**src/rtl/core/syjvc_pkg.sv**
```systemverilog
// Package for the synchronized joint velocity controller.
// Holds field widths, register defaults, command codes and shared types.
// No dependencies.
`default_nettype none

package syjvc_pkg;

  localparam int JointCount = 6;
  localparam int AngleBits  = 16;
  localparam int GainBits   = 12;
  localparam int TolBits    = 15;
  localparam int SpeedBits  = 14;
  localparam int CountBits  = 4;
  localparam int ActionBits = 2;
  localparam int MagBits    = AngleBits;
  localparam int ErrBits    = AngleBits + 1;
  localparam int IdxBits    = (JointCount > 1) ? $clog2(JointCount) : 1;
  localparam int StepBits   = $clog2(GainBits + 1);

  localparam int InDataBits  = ((CountBits + JointCount * AngleBits + 7) / 8) * 8;
  localparam int OutDataBits = ((JointCount * SpeedBits + 7) / 8) * 8;

  localparam int ApbAddrBits = 3;
  localparam int ApbDataBits = 32;

  localparam logic [GainBits-1:0] GainReset = GainBits'(1024);
  localparam logic [TolBits-1:0]  TolReset  = TolBits'(123);

  localparam logic RegGain = 1'b0;
  localparam logic RegTol  = 1'b1;

  typedef enum logic [ActionBits-1:0] {
    ACT_MEAS = 2'd0,
    ACT_TGT  = 2'd1,
    ACT_TICK = 2'd2
  } action_e;

  typedef enum logic [3:0] {
    ST_IDLE = 4'b0001,
    ST_SCAN = 4'b0010,
    ST_DIV  = 4'b0100,
    ST_EMIT = 4'b1000
  } state_e;

  typedef struct packed {
    logic load;
    logic step;
    logic gain_bit;
  } lane_ctrl_t;

endpackage

`default_nettype wire

```
**src/rtl/core/syjvc_lane.sv**
```systemverilog
// One joint lane: error, magnitude and a radix-2 serial divider for gain*|err|/largest.
// Consumes one gain bit per step, MSB first, quotient digit 0..2 per step.
// Depends on syjvc_pkg.
`default_nettype none

module syjvc_lane (
  input  logic                                   clk_i,
  input  logic                                   rst_ni,
  input  syjvc_pkg::lane_ctrl_t                  ctrl_i,
  input  logic signed [syjvc_pkg::AngleBits-1:0] meas_i,
  input  logic signed [syjvc_pkg::AngleBits-1:0] tgt_i,
  input  logic        [syjvc_pkg::MagBits-1:0]   divisor_i,
  input  logic        [syjvc_pkg::TolBits-1:0]   tol_i,
  output logic        [syjvc_pkg::MagBits-1:0]   mag_o,
  output logic signed [syjvc_pkg::SpeedBits-1:0] speed_o
);
  import syjvc_pkg::*;

  localparam int SumBits = MagBits + 2;

  logic signed [ErrBits-1:0] err;
  logic [ErrBits-1:0]        mag_full;
  logic                      neg;
  logic                      above_tol;
  logic [SumBits-1:0]        sum, two_div, one_div;
  logic [1:0]                digit;
  logic [MagBits-1:0]        rem_d, rem_q;
  logic [GainBits:0]         quo_wide;
  logic [GainBits-1:0]       quo_d, quo_q;
  logic                      neg_d, neg_q, active_d, active_q;
  logic [SpeedBits-1:0]      quo_ext;

  assign err       = {tgt_i[AngleBits-1], tgt_i} - {meas_i[AngleBits-1], meas_i};
  assign neg       = err[ErrBits-1];
  assign mag_full  = neg ? ErrBits'(-err) : ErrBits'(err);
  assign mag_o     = mag_full[MagBits-1:0];
  assign above_tol = {{TolBits{1'b0}}, mag_o} > {{MagBits{1'b0}}, tol_i};

  assign sum     = {1'b0, rem_q, 1'b0} + (ctrl_i.gain_bit ? {2'b00, mag_o} : '0);
  assign two_div = {1'b0, divisor_i, 1'b0};
  assign one_div = {2'b00, divisor_i};

  always_comb begin
    if (sum >= two_div) begin
      digit = 2'd2;
      rem_d = MagBits'(sum - two_div);
    end else if (sum >= one_div) begin
      digit = 2'd1;
      rem_d = MagBits'(sum - one_div);
    end else begin
      digit = 2'd0;
      rem_d = sum[MagBits-1:0];
    end
  end

  assign quo_wide = {quo_q, 1'b0} + {{(GainBits-1){1'b0}}, digit};
  assign quo_d    = quo_wide[GainBits-1:0];

  always_comb begin
    neg_d    = neg_q;
    active_d = active_q;
    if (ctrl_i.load) begin
      neg_d    = neg;
      active_d = above_tol;
    end
  end

  always_ff @(posedge clk_i or negedge rst_ni) begin
    if (!rst_ni) begin
      neg_q    <= 1'b0;
      active_q <= 1'b0;
    end else begin
      neg_q    <= neg_d;
      active_q <= active_d;
    end
  end

  always_ff @(posedge clk_i) begin
    if (ctrl_i.load) begin
      rem_q <= '0;
      quo_q <= '0;
    end else if (ctrl_i.step) begin
      rem_q <= rem_d;
      quo_q <= quo_d;
    end
  end

  assign quo_ext = {{(SpeedBits-GainBits){1'b0}}, quo_q};

  always_comb begin
    if (!active_q) begin
      speed_o = '0;
    end else if (neg_q) begin
      speed_o = SpeedBits'(-quo_ext);
    end else begin
      speed_o = quo_ext;
    end
  end

endmodule

`default_nettype wire

```
**src/rtl/core/synchronized_joint_velocity_control.sv**
```systemverilog
// Top level of the synchronized joint velocity controller.
// Holds position storage, the scan and divide sequencer, the APB registers and the stream ports.
// Depends on syjvc_pkg and syjvc_lane.
//
// Usage: the slave stream carries one transaction per command. tuser holds the action
// (measured positions, target positions, control tick); tdata holds value_count and six
// Q3.12 angles. Position sets with value_count below six are dropped. A tick, once both
// kinds of set have been stored, yields one result on the master stream: six Q1.12 speeds
// in tdata and the at-goal flag in tuser.
// Sequence: a tick is accepted, then the scan finds the largest error (one joint per cycle),
// the divide runs (one gain bit per cycle, six lanes in parallel) and the output register
// is loaded; the divide is skipped when the largest error is within tolerance.
// The output register holds a result until the receiver takes it; position sets are still
// accepted meanwhile, and a following tick waits in its final cycle while the receiver stalls.
// Reset clears both known flags and stored positions and loads gain 1024, tolerance 123.
// Registers: byte address 0 velocity_gain, 4 error_tolerance, written through the APB port.
`default_nettype none

module synchronized_joint_velocity_control (
  input  logic                                  clk_i,
  input  logic                                  rst_ni,
  // tdata: value_count, value_1 .. value_6, zero pad
  input  logic [syjvc_pkg::InDataBits-1:0]      s_axis_tdata,
  // tuser: action
  input  logic [syjvc_pkg::ActionBits-1:0]      s_axis_tuser,
  input  logic                                  s_axis_tvalid,
  output logic                                  s_axis_tready,
  // tdata: speed_1 .. speed_6, zero pad
  output logic [syjvc_pkg::OutDataBits-1:0]     m_axis_tdata,
  // tuser: at_goal
  output logic                                  m_axis_tuser,
  output logic                                  m_axis_tvalid,
  input  logic                                  m_axis_tready,
  input  logic                                  psel,
  input  logic                                  penable,
  input  logic                                  pwrite,
  input  logic [syjvc_pkg::ApbAddrBits-1:0]     paddr,
  input  logic [syjvc_pkg::ApbDataBits-1:0]     pwdata,
  output logic [syjvc_pkg::ApbDataBits-1:0]     prdata,
  output logic                                  pready
);
  import syjvc_pkg::*;

  state_e state_d, state_q;

  logic signed [AngleBits-1:0] meas_q [JointCount];
  logic signed [AngleBits-1:0] tgt_q  [JointCount];
  logic meas_known_d, meas_known_q, tgt_known_d, tgt_known_q;

  logic [GainBits-1:0] gain_q;
  logic [TolBits-1:0]  tol_q;

  logic [IdxBits-1:0]  idx_d, idx_q;
  logic [StepBits-1:0] cnt_d, cnt_q;
  logic [MagBits-1:0]  largest_d, largest_q, largest_nxt, mag_sel;
  logic [GainBits-1:0] gain_sr_d, gain_sr_q;
  logic                goal_d, goal_q;
  logic                largest_gt_tol, nxt_gt_tol;

  logic                     out_valid_d, out_valid_q;
  logic [OutDataBits-1:0]   out_data_q, out_pack;
  logic                     out_goal_q;
  logic                     out_load;

  lane_ctrl_t                  lane_ctrl;
  logic [MagBits-1:0]          lane_mag   [JointCount];
  logic signed [SpeedBits-1:0] lane_speed [JointCount];

  logic          in_accept, store_set, apb_write;
  action_e       action;
  logic [CountBits-1:0] value_count;

  assign action      = action_e'(s_axis_tuser);
  assign value_count = s_axis_tdata[CountBits-1:0];
  assign in_accept   = s_axis_tvalid && s_axis_tready;
  assign s_axis_tready = (state_q == ST_IDLE);
  assign store_set   = in_accept && (value_count >= CountBits'(JointCount));

  for (genvar j = 0; j < JointCount; j++) begin : g_lane
    syjvc_lane u_lane (
      .clk_i     (clk_i),
      .rst_ni    (rst_ni),
      .ctrl_i    (lane_ctrl),
      .meas_i    (meas_q[j]),
      .tgt_i     (tgt_q[j]),
      .divisor_i (largest_q),
      .tol_i     (tol_q),
      .mag_o     (lane_mag[j]),
      .speed_o   (lane_speed[j])
    );

    always_ff @(posedge clk_i or negedge rst_ni) begin
      if (!rst_ni) begin
        meas_q[j] <= '0;
        tgt_q[j]  <= '0;
      end else if (store_set && action == ACT_MEAS) begin
        meas_q[j] <= s_axis_tdata[CountBits + j*AngleBits +: AngleBits];
      end else if (store_set && action == ACT_TGT) begin
        tgt_q[j] <= s_axis_tdata[CountBits + j*AngleBits +: AngleBits];
      end
    end
  end

  assign mag_sel        = lane_mag[idx_q];
  assign largest_nxt    = (mag_sel > largest_q) ? mag_sel : largest_q;
  assign nxt_gt_tol     = {{TolBits{1'b0}}, largest_nxt} > {{MagBits{1'b0}}, tol_q};
  assign largest_gt_tol = {{TolBits{1'b0}}, largest_q} > {{MagBits{1'b0}}, tol_q};

  always_comb begin
    state_d        = state_q;
    idx_d          = idx_q;
    cnt_d          = cnt_q;
    largest_d      = largest_q;
    gain_sr_d      = gain_sr_q;
    goal_d         = goal_q;
    meas_known_d   = meas_known_q;
    tgt_known_d    = tgt_known_q;
    out_load       = 1'b0;
    lane_ctrl      = '0;
    lane_ctrl.gain_bit = gain_sr_q[GainBits-1];
    case (state_q)
      ST_IDLE: begin
        if (in_accept) begin
          case (action)
            ACT_MEAS: if (store_set) meas_known_d = 1'b1;
            ACT_TGT:  if (store_set) tgt_known_d = 1'b1;
            ACT_TICK: begin
              if (meas_known_q && tgt_known_q) begin
                state_d   = ST_SCAN;
                idx_d     = '0;
                largest_d = '0;
                gain_sr_d = gain_q;
              end
            end
            default: ;
          endcase
        end
      end
      ST_SCAN: begin
        largest_d = largest_nxt;
        if (idx_q == IdxBits'(JointCount - 1)) begin
          cnt_d = '0;
          if (nxt_gt_tol) begin
            goal_d         = 1'b0;
            lane_ctrl.load = 1'b1;
            state_d        = ST_DIV;
          end else begin
            goal_d  = 1'b1;
            state_d = ST_EMIT;
          end
        end else begin
          idx_d = idx_q + IdxBits'(1);
        end
      end
      ST_DIV: begin
        lane_ctrl.step = 1'b1;
        gain_sr_d      = {gain_sr_q[GainBits-2:0], 1'b0};
        cnt_d          = cnt_q + StepBits'(1);
        if (cnt_q == StepBits'(GainBits - 1)) begin
          state_d = ST_EMIT;
        end
      end
      ST_EMIT: begin
        if (!out_valid_q || m_axis_tready) begin
          out_load = 1'b1;
          state_d  = ST_IDLE;
        end
      end
      default: state_d = ST_IDLE;
    endcase
  end

  always_comb begin
    out_pack = '0;
    for (int j = 0; j < JointCount; j++) begin
      out_pack[j*SpeedBits +: SpeedBits] = goal_q ? '0 : lane_speed[j];
    end
  end

  always_comb begin
    out_valid_d = out_valid_q;
    if (out_load) begin
      out_valid_d = 1'b1;
    end else if (m_axis_tready) begin
      out_valid_d = 1'b0;
    end
  end

  always_ff @(posedge clk_i or negedge rst_ni) begin
    if (!rst_ni) begin
      state_q      <= ST_IDLE;
      idx_q        <= '0;
      cnt_q        <= '0;
      goal_q       <= 1'b0;
      meas_known_q <= 1'b0;
      tgt_known_q  <= 1'b0;
      out_valid_q  <= 1'b0;
      largest_q    <= '0;
      gain_sr_q    <= '0;
    end else begin
      state_q      <= state_d;
      idx_q        <= idx_d;
      cnt_q        <= cnt_d;
      goal_q       <= goal_d;
      meas_known_q <= meas_known_d;
      tgt_known_q  <= tgt_known_d;
      out_valid_q  <= out_valid_d;
      largest_q    <= largest_d;
      gain_sr_q    <= gain_sr_d;
    end
  end

  always_ff @(posedge clk_i) begin
    if (out_load) begin
      out_data_q <= out_pack;
      out_goal_q <= goal_q;
    end
  end

  assign m_axis_tvalid = out_valid_q;
  assign m_axis_tdata  = out_data_q;
  assign m_axis_tuser  = out_goal_q;

  assign pready    = 1'b1;
  assign apb_write = psel && penable && pwrite && pready;

  always_ff @(posedge clk_i or negedge rst_ni) begin
    if (!rst_ni) begin
      gain_q <= GainReset;
      tol_q  <= TolReset;
    end else if (apb_write) begin
      case (paddr[ApbAddrBits-1])
        RegGain: gain_q <= pwdata[GainBits-1:0];
        RegTol:  tol_q  <= pwdata[TolBits-1:0];
        default: ;
      endcase
    end
  end

  always_comb begin
    case (paddr[ApbAddrBits-1])
      RegGain: prdata = ApbDataBits'(gain_q);
      RegTol:  prdata = ApbDataBits'(tol_q);
      default: prdata = '0;
    endcase
  end

  a_goal_zero: assert property (@(posedge clk_i) disable iff (!rst_ni)
    m_axis_tvalid && m_axis_tuser |-> m_axis_tdata == '0)
    else $error("at-goal result carries nonzero speeds");

  a_div_divisor: assert property (@(posedge clk_i) disable iff (!rst_ni)
    state_q == ST_DIV |-> largest_gt_tol)
    else $error("divide entered with largest error within tolerance");

  a_div_count: assert property (@(posedge clk_i) disable iff (!rst_ni)
    state_q == ST_DIV |-> cnt_q < StepBits'(GainBits))
    else $error("divide step count overran");

  a_emit_idle: assert property (@(posedge clk_i) disable iff (!rst_ni)
    out_load |=> m_axis_tvalid && state_q == ST_IDLE)
    else $error("result load did not return to idle with valid output");

endmodule

`default_nettype wire

```
**config.mk**
```make
export PLATFORM = sky130hd
export DESIGN_NAME = synchronized_joint_velocity_control
export DESIGN_NICKNAME = d
export VERILOG_FILES = /design/src/rtl/core/syjvc_pkg.sv /design/src/rtl/core/syjvc_lane.sv /design/src/rtl/core/synchronized_joint_velocity_control.sv
export SDC_FILE = /design/constraint.sdc
export NUM_CORES = 2
export LEC_CHECK = 0
export BUFFER_PORTS_ARGS = -buffer_cell sky130_fd_sc_hd__buf_2
export CORE_MARGIN = 3
export CORE_UTILIZATION = 44
export DETAILED_ROUTE_END_ITERATION = 8
export PLACE_DENSITY = 0.63
export SYNTH_ARGS = -nofsm -noshare
export SYNTH_HDL_FRONTEND = slang
export SYNTH_SLANG_ARGS = --single-unit
```
**constraint.sdc**
```tcl
create_clock -name clk_i -period 7.15 [get_ports clk_i]
set_clock_uncertainty 0.05 [all_clocks]
set_input_delay 0.715 -clock clk_i [delete_from_list [all_inputs] [get_ports clk_i]]
set_output_delay 0.715 -clock clk_i [all_outputs]
set_load 0.02 [all_outputs]
```
Word level (Yosys, flattened, before mapping)
Cells that the tools add are included.
- input port bits: 148
- register bits after elaboration: 527
- output and inout port bits: 124
- reduce and logical (&&, ||, !) cells: 37
- equality and inequality tests: 15
- bitwise logic cells: 15
- order comparisons: 22
- add/subtract/negate cells: 44
- multiplexer cells: 79
- operators with widths (kind ; number):
    16-bit 2-to-1 mux ; 30
    16-bit subtractor ; 12
    16-bit by 15-bit greater-than comparator with 1-bit output ; 7
    17-bit by 16-bit adder with 18-bit output ; 6
    18-bit by 16-bit >= comparator with 1-bit output ; 6
    18-bit by 17-bit >= comparator with 1-bit output ; 6
    12-bit 2-to-1 mux ; 9
    16-bit by 16-bit subtractor with 17-bit output ; 6
    16-bit negator ; 6
    12-bit negator with 14-bit output ; 6
    12-bit by 2-bit adder with 12-bit output ; 6
    32-bit case mux with 2 select lines ; 1
    16-bit binary-select mux with 3-bit select ; 1
    4-bit 2-to-1 mux ; 8
    16-bit case mux with 2 select lines ; 1
    12-bit case mux with 2 select lines ; 1
    3-bit OR reduction ; 6
    16-bit greater-than comparator ; 1
    4-bit case mux with 4 select lines ; 1
    4-bit AND reduction ; 4
    1-bit 2-to-1 mux ; 15
    1-bit NOT ; 14
    2-bit 2-to-1 mux ; 6
    3-bit 2-to-1 mux ; 4
    25 further kinds ; 49

Longest topological paths before layout
- word-level depth: 12
- depth in mapped cells: 43

Modules after synthesis
From an unflattened synthesis, not the netlist that was laid out.
- cell total of the unflattened synthesis: 5918
- area, all modules: 50450.9 um^2
- modules (own cells, without submodules) (module ; times used ; seq. area each (um^2) ; cells an instance ; area each (um^2)):
    syjvc_lane (g_lane[1].u_lane ...) ; 3 ; 610.6 ; 811 ; 5904.4
    synchronized_joint_velocity_control ; 1 ; 9118.7 ; 1095 ; 15337.2
    syjvc_lane (g_lane[0].u_lane) ; 1 ; 610.6 ; 825 ; 5948.2
    syjvc_lane (g_lane[5].u_lane) ; 1 ; 610.6 ; 794 ; 5855.6
    syjvc_lane (g_lane[2].u_lane) ; 1 ; 610.6 ; 771 ; 5596.6

Worst setup path before layout
OpenSTA, ideal clock, no wires.
- path type: reg2reg
- start: register tgt_q[48] in the netlist's numbering
- end: register g_lane[2].u_lane.rem_q[0]
- clock period less this slack: 7.647 ns
- cell stages (with the launch flop): 34
- library setup time: 0.086 ns
- buffers on the path: 1
- data arrival time: 7.511 ns
- setup slack: -0.497 ns
- cells stage by stage: dfrtp_1 > inv_1 > ha_1 > fa_1 > nand2b_1 > a21oi_1 > o211ai_1 > a21boi_0 > o21ai_0 > a21oi_1 > clkbuf_1 > nor2_1 > xnor2_1 > and2_1 > inv_1 > fa_1 > nor2b_1 > o21ai_0 > a21oi_1 > o21ai_0 > nor2b_1 > xnor2_1 > ha_1 > a2111oi_0 > inv_1 > o21ai_0 > o21ai_0 > a311oi_1 > a21oi_1 > a2111oi_2 > nand2_1 > nand2_1 > mux2_2 > a211oi_1
- cells in the longest elaborated chain, start to end: 12
- elaborated cells on any way between the ends: 20
- classes of those cells: add/sub: 5; order compare: 4; mux: 11
- ends and longest elaborated chain (item ; RTL line ; text):
    start: declaration ; synchronized_joint_velocity_control.sv:47 ; logic signed [AngleBits-1:0] tgt_q [JointCount];
    start signal: indexed assignment ; synchronized_joint_velocity_control.sv:99 ; tgt_q[j] <= s_axis_tdata[CountBits + j*AngleBits +: AngleBits];
    16-bit by 16-bit subtractor with 17-bit output * ; syjvc_lane.sv:33 ; assign err = {tgt_i[AngleBits-1], tgt_i} - {meas_i[AngleBits-1], meas_i};
    16-bit negator ; syjvc_lane.sv:35 ; assign mag_full = neg ? ErrBits'(-err) : ErrBits'(err);
    16-bit 2-to-1 mux * ; syjvc_lane.sv:35 ;
    16-bit binary-select mux with 3-bit select ; synchronized_joint_velocity_control.sv:104 ; assign mag_sel = lane_mag[idx_q];
    16-bit 2-to-1 mux (implied by the code) (2 in a row) ; synchronized_joint_velocity_control.sv:104 ;
    16-bit greater-than comparator ; synchronized_joint_velocity_control.sv:105 ; assign largest_nxt = (mag_sel > largest_q) ? mag_sel : largest_q;
    16-bit 2-to-1 mux ; synchronized_joint_velocity_control.sv:105 ;
    16-bit by 15-bit greater-than comparator with 1-bit output ; synchronized_joint_velocity_control.sv:106 ; assign nxt_gt_tol = {{TolBits{1'b0}}, largest_nxt} > {{MagBits{1'b0}}, tol_q};
    1-bit 2-to-1 mux ; synchronized_joint_velocity_control.sv:143 ; if (nxt_gt_tol) begin
    1-bit 2-to-1 mux ; synchronized_joint_velocity_control.sv:141 ; if (idx_q == IdxBits'(JointCount - 1)) begin
    1-bit 2-to-1 mux ; synchronized_joint_velocity_control.sv:121 ; case (state_q)
    end signal: assignment ; syjvc_lane.sv:83 ; rem_q <= rem_d;
    end: declaration ; syjvc_lane.sv:27 ; logic [MagBits-1:0] rem_d, rem_q;
Every way passes the cells marked *; elsewhere a longest branch is shown, timed or not. The select of a mux whose other input is x is not followed.
A chain may end at the register's enable or synchronous reset.

Worst setup path in the final report
- start: register tgt_q[33] in the netlist's numbering
- end: register g_lane[3].u_lane.active_q
- cells in the longest elaborated chain, start to end: 12
- elaborated cells on any way between the ends: 13
- classes of those cells: add/sub: 2; order compare: 3; mux: 8
- ends and longest elaborated chain (item ; RTL line ; text):
    16-bit by 16-bit subtractor with 17-bit output * ; syjvc_lane.sv:33 ;
    16-bit negator ; syjvc_lane.sv:35 ;
    16-bit 2-to-1 mux * ; syjvc_lane.sv:35 ;
    16-bit binary-select mux with 3-bit select ; synchronized_joint_velocity_control.sv:104 ;
    16-bit 2-to-1 mux (implied by the code) (2 in a row) ; synchronized_joint_velocity_control.sv:104 ;
    16-bit greater-than comparator ; synchronized_joint_velocity_control.sv:105 ;
    16-bit 2-to-1 mux ; synchronized_joint_velocity_control.sv:105 ;
    16-bit by 15-bit greater-than comparator with 1-bit output ; synchronized_joint_velocity_control.sv:106 ;
    1-bit 2-to-1 mux ; synchronized_joint_velocity_control.sv:143 ;
    1-bit 2-to-1 mux ; synchronized_joint_velocity_control.sv:141 ;
    1-bit 2-to-1 mux ; synchronized_joint_velocity_control.sv:121 ;
    end signal: assignment ; syjvc_lane.sv:74 ; active_q <= active_d;
    end: declaration ; syjvc_lane.sv:30 ; logic neg_d, neg_q, active_d, active_q;
Marks and branches as above.

==> run summary <==
CP bufs+invs = 24
Buffers on Ports = 225
DRT Pass-1 Iters = 6
Clock Sinks = 527
Total Routed Length = 156500 um
global-route usage over all layers = 26.93%
RD Place Congestion = 0.9716
H-tree Lvls = 3
Nets = 7755
Hold Crit Endpoint = meas_q[6]
design area = 64180 sq um
CORE AREA = 106200 sq um
Crit. End Element = flip-flop
gr ovfl total = 0
DP HPWL = 116200 um
Die Y = 334.2 um
cell mode on critical path = buf_4
initial cell density of the core = 44.65%
Ys Warns = 0
placed cell count = 8241
DIE AREA = 111700 sq um
smallest setup slack after layout = -641.4 ps
area post-placement = 58300 sq um
Die X = 334.2 um
Initial DRC Count = 3408
# IOs = 272
area grow syn2layout = 35.38%
layout cells sized above 1 = 31.91%
status = complete, but fails checks
Root Driver = clkbuf_16
Synth cell types = 93
clk buf depth = 3
async set-or-reset flop fraction in the synthesized netlist = 51.99%
vias per inst = 5.544
r2r endpoint = g_lane[3].u_lane.active_q
Final setup viols = 183
first-pass GRT wire length = 242800 um
Worst slew margin = 12.20%
Avg Inst Size Synth = 8.303 sq um
Skew-Pair Late Insertion Delay = 650 ps
worst path required time = 7670 ps
critical path arrival = 8310 ps
fin crit share = 109.0%
R2R setup slack = -640 ps
cell depth of the worst hold path = 3
Seq cells post-synth = 527
hold_sp = s_axis_tdata[90]
violated checks = setup timing
critical path launch point type = flip-flop
reg2reg path depth = 39
pin count of the biggest net entering global routing = 188
Cells after Synth = 5709
critical path class = reg -> reg
initial antenna violation count = 5
vias in the first global route = 45.47k
Pins Over Slew Limit = 0
Max-Cap Viols = 0
Routed wire per std cell = 18.40 um
Top Family by Delay on Critical Path = buffers and inverters
CTS tree = yes
non-filler cells, final = 8501
Slew @ Worst Pin = 1303 ps
row count = 119
crit-path max FO = 3
kind of path behind the tightest hold check = in -> reg
post-synthesis sequential area ratio = 26.96%
Filler cells = 9140
final hold violation count = 0
Crit path largest cell delay = 1010 ps
Synth Cell Area = 47400 sq um
Max Clock Freq = 128.3 MHz
Clock Pin Slew Worst Setup and Hold Paths = 60 ps
RSZ-0062 raised after global routing = yes
Vias = 47.13k
final antenna-violating net count = 0
DR DRC count = 0
Post-synth EDFFs = 85
main flop type after synthesis = dfrtp_1
Worst R2R Start = tgt_q[33]
Crit-path slowest cell = o21ai_0
Num CTS Buffers = 66
Period minus WS final = 7791 ps
-- flip-flops by register name, summed over array words and instances (netlist names) --
| signal | count |
|---|---|
| m_axis_tvalid | 1 |
| g_lane.u_lane.active_q | 6 |
| tgt_q | 96 |
| g_lane.u_lane.neg_q | 6 |
| g_lane.u_lane.rem_q | 96 |
| m_axis_tdata | 84 |
| cnt_q | 4 |
| gain_sr_q | 12 |
| largest_q | 16 |
| tol_q | 15 |
| g_lane.u_lane.quo_q | 72 |
| meas_known_q | 1 |
| idx_q | 3 |
| tgt_known_q | 1 |
| gain_q | 12 |
| m_axis_tuser | 1 |
| goal_q | 1 |
| state_q | 4 |
| meas_q | 96 |
-- worst max-delay path by stage --
stage	end	from	cells past startpoint	slack (ps)
global placement	g_lane[4].u_lane.quo_q[11]	tgt_q[16]	39	-570
finish	g_lane[3].u_lane.active_q	tgt_q[33]	39	-640
CTS	g_lane[4].u_lane.quo_q[10]	tgt_q[64]	40	-360
floorplan	goal_q	tgt_q[80]	41	3
global route	g_lane[3].u_lane.rem_q[7]	tgt_q[80]	42	-820
detailed placement	g_lane[0].u_lane.rem_q[0]	tgt_q[16]	39	-740
-- stage by stage --
stage / setup WS [ps] / util (%) / hold WS, ps / setup TNS (ps)
final: -641.4 / 60.45 / 241.0 / -67110
after global routing: -824.1 / 60.45 / 242.2 / -125740
after CTS: -359.3 / 59.16 / 207.9 / -42320
after detailed placement: -743.7 / 54.92 / 391.8 / -116760
after global placement: -567.6 / 54.92 / 391.8 / -92360
after floorplan: 3.375 / - / 369.4 / 0
-- cell families after synthesis --
| logic type | count (synthesis) | synth area share [%] |
|---|---|---|
| fa+ha+maj | 550 | 14.90 |
| mux | 250 | 6.108 |
| simple gates | 1856 | 18.52 |
| other cells | 2 | 0.01584 |
| buf+inv | 597 | 5.070 |
| flops | 527 | 26.96 |
| xor+xnor | 442 | 8.166 |
| compound gates | 1485 | 20.26 |
-- metal layers --
metal / track usage (%) / routed length, um / vias to the layer above
li1: - / - / 23150
met1: 35.95 / 69450 / 22270
met2: 44.57 / 71380 / 1385
met3: 3.459 / 9173 / 315
met4: 10.08 / 6426 / 4
met5: 0 / 17 / -
-- worst min-delay path, stage by stage --
cell     delay (ps)
buf_2            80
nand2_1          40
o21ai_0          50
-- cell type report --
type	count	area [sq um]	share of cell area (%)
Clock inverter	25	270.3	0.4211
Clock buffer	94	1921	2.993
Multi-Input combinational cell	4605	34650	53.99
Antenna cell	2	5.005	0.007798
Sequential cell	527	12780	19.92
Tap cell	1391	1740	2.712
Inverter	351	1326	2.067
Timing Repair Buffer	1506	11480	17.89
-- cells in the final DEF, fill, tap and decap left out, types with 44 or more instances in the layout --
| cell type | instances |
|---|---|
| a211oi_1 | 52 |
| a211oi_2 | 95 |
| a21o_1 | 100 |
| a21oi_1 | 298 |
| a21oi_2 | 64 |
| a31oi_1 | 47 |
| and2_1 | 90 |
| and3_1 | 46 |
| buf_2 | 224 |
| buf_4 | 1202 |
| clkbuf_16 | 75 |
| dfrtp_1 | 265 |
| dfxtp_1 | 168 |
| edfxtp_1 | 85 |
| ha_1 | 502 |
| inv_1 | 340 |
| mux2_2 | 172 |
| mux2i_1 | 58 |
| nand2_1 | 470 |
| nand2b_1 | 63 |
| nand3_1 | 128 |
| nand4_1 | 53 |
| nor2_1 | 556 |
| nor2b_1 | 79 |
| nor3_1 | 114 |
| o211ai_1 | 51 |
| o21a_1 | 76 |
| o21ai_0 | 320 |
| or3_1 | 44 |
| xnor2_1 | 225 |
| xor2_1 | 180 |
-- cells in the mapped netlist (25+ instances only) --
cell type  number  area [sq um]
nor2_1        576          2162
ha_1          526          6581
nand2_1       474          1779
a21oi_1       368          1842
o21ai_0       362          1812
inv_1         348          1306
dfrtp_1       266          6656
xnor2_1       253          2216
clkbuf_1      195         732.0
xor2_1        189          1655
mux2_2        174          1959
dfxtp_1       168          3363
a211oi_1      151          1134
nor3_1        142         710.7
nand3_1       133         665.6
a21o_1        100         750.7
and2_1         97         606.8
nor2b_1        86         538.0
edfxtp_1       85          2552
o21a_1         77         578.1
nand2b_1       66         412.9
mux2i_1        62         620.6
a31oi_1        55         344.1
and3_1         53         331.6
nand4_1        53         331.6
o211ai_1       51         382.9
or3_1          45         281.5
o21bai_1       40         300.3
o31ai_1        38         285.3
or2_2          31         193.9
nor4_1         28         175.2
a21boi_0       25         187.7
-- timing repair --
item	4_1_cts	5_1_grt
gates cloned	12	6
endpoints found under the setup margin	183	183
pin swaps	92	88
endpoints found under the hold margin	49	0
gates resized for setup	305	237
hold buffers	1	0
setup buffers	93	34
Power is not shown: default switching activity piles up to over one toggle a cycle in this logic, so the estimate is an artifact.
